File: src/hw/rtl/bfk_pkg.sv
package bfk_pkg;

	localparam int IDX_W   = 10;
	localparam int EIDX_W  = 7;
	localparam int ELEM_W  = 8;
	localparam int DIST_W  = 23;
	localparam int SQ_W    = 2 * ELEM_W;

	localparam logic [DIST_W-1:0] DIST_MAX = 23'd8388607;

	localparam int CFG_IDX_W  = 2;
	localparam int CFG_DATA_W = 11;

	localparam logic [CFG_IDX_W-1:0] CFG_VECTOR_COUNT   = 2'd0;
	localparam logic [CFG_IDX_W-1:0] CFG_DIMENSION      = 2'd1;
	localparam logic [CFG_IDX_W-1:0] CFG_NEIGHBOR_COUNT = 2'd2;

	localparam logic ACT_WRITE = 1'b0;
	localparam logic ACT_QUERY = 1'b1;

	// one finished distance headed for the best list
	typedef struct packed {
		logic              valid;
		logic [DIST_W-1:0] distance;
		logic [IDX_W-1:0]  idx;
	} cand_t;

	typedef struct packed {
		logic [DIST_W-1:0] distance;
		logic [IDX_W-1:0]  idx;
	} entry_t;

endpackage

File: src/hw/rtl/bfk_best.sv
module bfk_best import bfk_pkg::*; #(
	parameter int MAX_K = 16,
	localparam int KW = (MAX_K > 1) ? $clog2(MAX_K) : 1,
	localparam int HW = $clog2(MAX_K + 1)
) (
	input  logic          clk,
	input  logic          arst_n,
	input  logic          clear,
	input  logic [HW-1:0] k,
	input  cand_t         cand,
	input  logic [KW-1:0] rd_sel,
	output entry_t        rd,
	output logic [HW-1:0] held
);

	entry_t          list_q [MAX_K];
	entry_t          list_d [MAX_K];
	logic [HW-1:0]   held_q;
	logic [MAX_K-1:0] keep;
	logic            accepted;

	// sorted insert: entries at or below the new distance stay, the new one
	// lands just after them, the rest move down one place
	always_comb begin
		for (int i = 0; i < MAX_K; i++) begin
			keep[i] = (HW'(i) < held_q) && (list_q[i].distance <= cand.distance);
		end
		accepted = (held_q < k) || !keep[KW'(k - HW'(1))];
		for (int i = 0; i < MAX_K; i++) begin
			if (keep[i]) begin
				list_d[i] = list_q[i];
			end else if (i == 0) begin
				list_d[i] = '{distance: cand.distance, idx: cand.idx};
			end else if (keep[i-1]) begin
				list_d[i] = '{distance: cand.distance, idx: cand.idx};
			end else begin
				list_d[i] = list_q[i-1];
			end
		end
	end

	always_ff @(posedge clk or negedge arst_n) begin
		if (!arst_n) begin
			held_q <= '0;
		end else if (clear) begin
			held_q <= '0;
		end else if (cand.valid && accepted && (held_q < k)) begin
			held_q <= held_q + HW'(1);
		end
	end

	always_ff @(posedge clk) begin
		if (!clear && cand.valid && accepted) begin
			list_q <= list_d;
		end
	end

	assign rd   = list_q[rd_sel];
	assign held = held_q;

endmodule

File: config.mk
export PLATFORM = sky130hd
export DESIGN_NAME = bfk_best
export DESIGN_NICKNAME = d
export VERILOG_FILES = /design/src/hw/rtl/bfk_pkg.sv /design/src/hw/rtl/bfk_best.sv
export SDC_FILE = /design/constraint.sdc
export NUM_CORES = 1
export LEC_CHECK = 0
export ABC_AREA = 1
export BUFFER_PORTS_ARGS = -buffer_cell sky130_fd_sc_hd__buf_2
export CAP_MARGIN = 20
export CORE_ASPECT_RATIO = 1.4
export CORE_MARGIN = 2
export CORE_UTILIZATION = 55
export CTS_CLUSTER_SIZE = 8
export DETAILED_ROUTE_END_ITERATION = 16
export PLACE_DENSITY = 0.74
export SETUP_SLACK_MARGIN = 0.2
export SYNTH_ARGS = -nofsm -noshare
export SYNTH_HDL_FRONTEND = slang
export SYNTH_SLANG_ARGS = --single-unit
File: constraint.sdc
create_clock -name clk -period 3.6 [get_ports clk]
set_clock_uncertainty 0.15 [all_clocks]
set_input_delay 0.18 -clock clk [delete_from_list [all_inputs] [get_ports clk]]
set_output_delay 0.18 -clock clk [all_outputs]
set_load 0.005 [all_outputs]
==> reports/metrics.cfg <==
[drt]
routed_wl_um = 110600
via_per_inst = 6.066
drt_iter0_drc = 2857
vias = 30940
route.detailed.drc = 0
ant_nets = 0
firstDrtPassIters = 6
wl_per_cell_um = 21.69

[critical_path]
path_class = flip-flop to flip-flop
reg2reg_to = list_q[428]
slowest_stage = edfxtp_1
critPathCaptureType = flip-flop
cpMostUsedCell = nand3_1
cp_max_fo = 8
max_stage_delay_ps = 420
reg2reg_from = list_q[126]
arrival_ps = 3540
required_ps = 3760
crit_chain = ha_1 -> nand2_1 -> inv_1 -> nand3_1 -> nor2_1 -> and2_1 -> nand2_1 -> nand3_1 -> nand2_1 -> nand3_1 -> nand3_1 -> nand3_2 -> nand3_2 -> nand3_4 -> nand2_8 -> buf_12 -> nor2_4 -> clkbuf_16
startpoint_type = flip-flop
regToRegSetupSlack_ps = 220
reg2reg_depth = 18

[grt]
met2_usage = 0.5548
use_met1 = 0.3867
met3_usage = 0.04182
grt.overflow.total = 0
busiest_layer = met2
grt_max_degree = 90
antenna_found_initial = 4
grtUsageTotal = 0.3263
grt_pass1_wl_um = 167200
grt_pass1_vias = 29490

[floorplan]
die-area_um2 = 66590
rows = 110
pin_count = 84
initial_core_util = 0.5532
design.core.area_um2 = 64140
fp.dieH_um = 304.5
die_x_um = 218.7

[final_layout]
final_core_util = 0.6450
n_fill_cell = 5279
nNetsFinal = 4667
area_delta_synth_final_pct = 16.59
design_area_um2 = 41370
drive_above_1_share = 0.1155

[flow_run]
maxCapViolCount = 0

[synth]
synthArstFlopShare = 0.009381
syn-num-nets = 4467
yosys-top-cells-area = edfxtp_1 (45%), ha_1 (13%), nand2_1 (11%), o21ai_0 (9.8%), a21oi_1 (3.9%)
syn_area_um2 = 35480
synthCells = 4047
yosysTopAreaCell = edfxtp_1
synth_cell_types = 42
ys_seq_area_frac = 0.4504
synth_warnings = 0
synthFlopType = edfxtp_1
yosys-top-cells-count = nand2_1 (1009), o21ai_0 (694), edfxtp_1 (528)
syn_avg_cell_area_um2 = 8.767
yosysMostFrequentCell = nand2_1
synth_edf_count = 528
synth_seq_cells = 533
yosysTopAreaCellShare = 0.4469

[pwr]
p_per_area_nw_per_um2 = 418.2
cellLeakagePower_nw = 18.62
power_mw = 17.30
max-vdd-ir-drop_uv = 454.7

[outcome]
outcome = completed

[place]
io_buffers = 83
placed_cell_area_um2 = 38250
dpl.hpwl_um = 78810
place_congestion = 0.9626

[worst_hold_path]
min-delay-start = cand[17]
hp-class = input pin to flip-flop
holdPathEnd = list_q[83]
holdPathStages = 4

[cts]
cts_made_buffers = 76
clock_latency_ps = 620
clkTransAtPathRegs_ps = 50
root_buffer = clkbuf_16
cts_tree = done
cts.htree.levels = 3
clkSinkCount = 533
clockBufferDepth = 3

[sta]
finalCritPeriodShare = 0.9378
tightest_slew_ps = 866.5
relSlewSlack = 0.4163
setup_viol = 0
slew_viol_final = 0
hold_slack_ps = 12.37
fmax_mhz = 296.2
hold_violations = 0
rsz0062_at_grt = false
period_needed_ps = 3376

state kept, by name (all words and copies together), names as in the netlist:
signal,count
held,5
list_q,528
where the power goes:
group          internal (mW)  leakage, nW  switching (mW)
combinational           1.16         12.6            1.95
clock                   3.94         1.01            2.65
sequential              7.32         5.02           0.282
cell usage in the layout (no fill, tap or decap), drive strengths merged, types with 2 or more instances in the layout:
cell type    instances
a21o                23
a21oi              273
a31oi                2
buf                310
clkbuf              94
dfrtp                5
diode                2
dlygate4sd3         41
edfxtp             528
ha                 374
inv                327
mux2i              128
nand2             1010
nand3              102
nand3b               6
nand4               26
nor2               155
nor3                10
nor3b                2
o211ai             129
o21a                 5
o21ai              695
o221ai               2
or2                  2
worst max-delay path by stage:
stage | startpoint | to | slack [ps] | cells past startpoint
floorplan | cand[12] | list_q[198] | -170 | 19
global placement | cand[32] | list_q[75] | -150 | 18
detailed placement | cand[32] | list_q[75] | -230 | 18
CTS | list_q[444] | list_q[99] | -7 | 15
global route | cand[16] | list_q[428] | 130 | 21
finish | list_q[126] | list_q[428] | 220 | 18
timing repair:
item	in CTS	in global routing
setup buffers	3	17
pin swaps	2	17
endpoints found under the setup margin	469	494
gates cloned	2	6
resized for setup	3	70
hold endpoints to repair	61	5
hold buffers	40	3
layout make-up:
type	instances	area, um2	share of cell area
diodes	2	5.005	0.0001210
repair buffers	356	3318	0.08021
clock buffers	89	2057	0.04972
multi-input cells	2953	17720	0.4283
inverters	327	1235	0.02985
flip-flops and latches	533	15980	0.3863
well taps	840	1051	0.02541
clock inverters	1	5.005	0.0001210
metrics by stage:
stage          worst slack (ps)  setup TNS, ps  instances
4_1_cts                  -6.944         -72.74       5075
3_3_place_gp             -146.1         -12490       4940
5_1_grt                   129.5              0       5099
2_1_floorplan            -169.9         -60630       4047
3_5_place_dp             -225.2         -23420       4940
6_report                  223.8              0       5101
kinds of logic (layout without fill, tap and decap cells):
kind of cell,Yosys count,after routing,synth area share
compound gates,1132,1132,0.1713
xor+xnor,2,2,0.0004938
fa+ha+maj,374,374,0.1319
buf+inv,563,773,0.06259
flops,533,533,0.4504
mux,128,128,0.03611
other cells,0,2,0
simple gates,1315,1317,0.1472
critical path, delay by kind of cell (launching register included):
family        cells  cell delay, ps
simple gates     14            1620
buf+inv           3             550
flops             1             420
fa+ha+maj         1             300
layer usage:
layer	part of all wire	wire (um)	vias up
li1	-	-	14560
met1	0.37	40700	14670
met2	0.49	54260	1335
met3	0.067	7446	378
met4	0.074	8198	2
met5	0.00011	12	-
No activity file was read; power rests on OpenSTA's default activity.
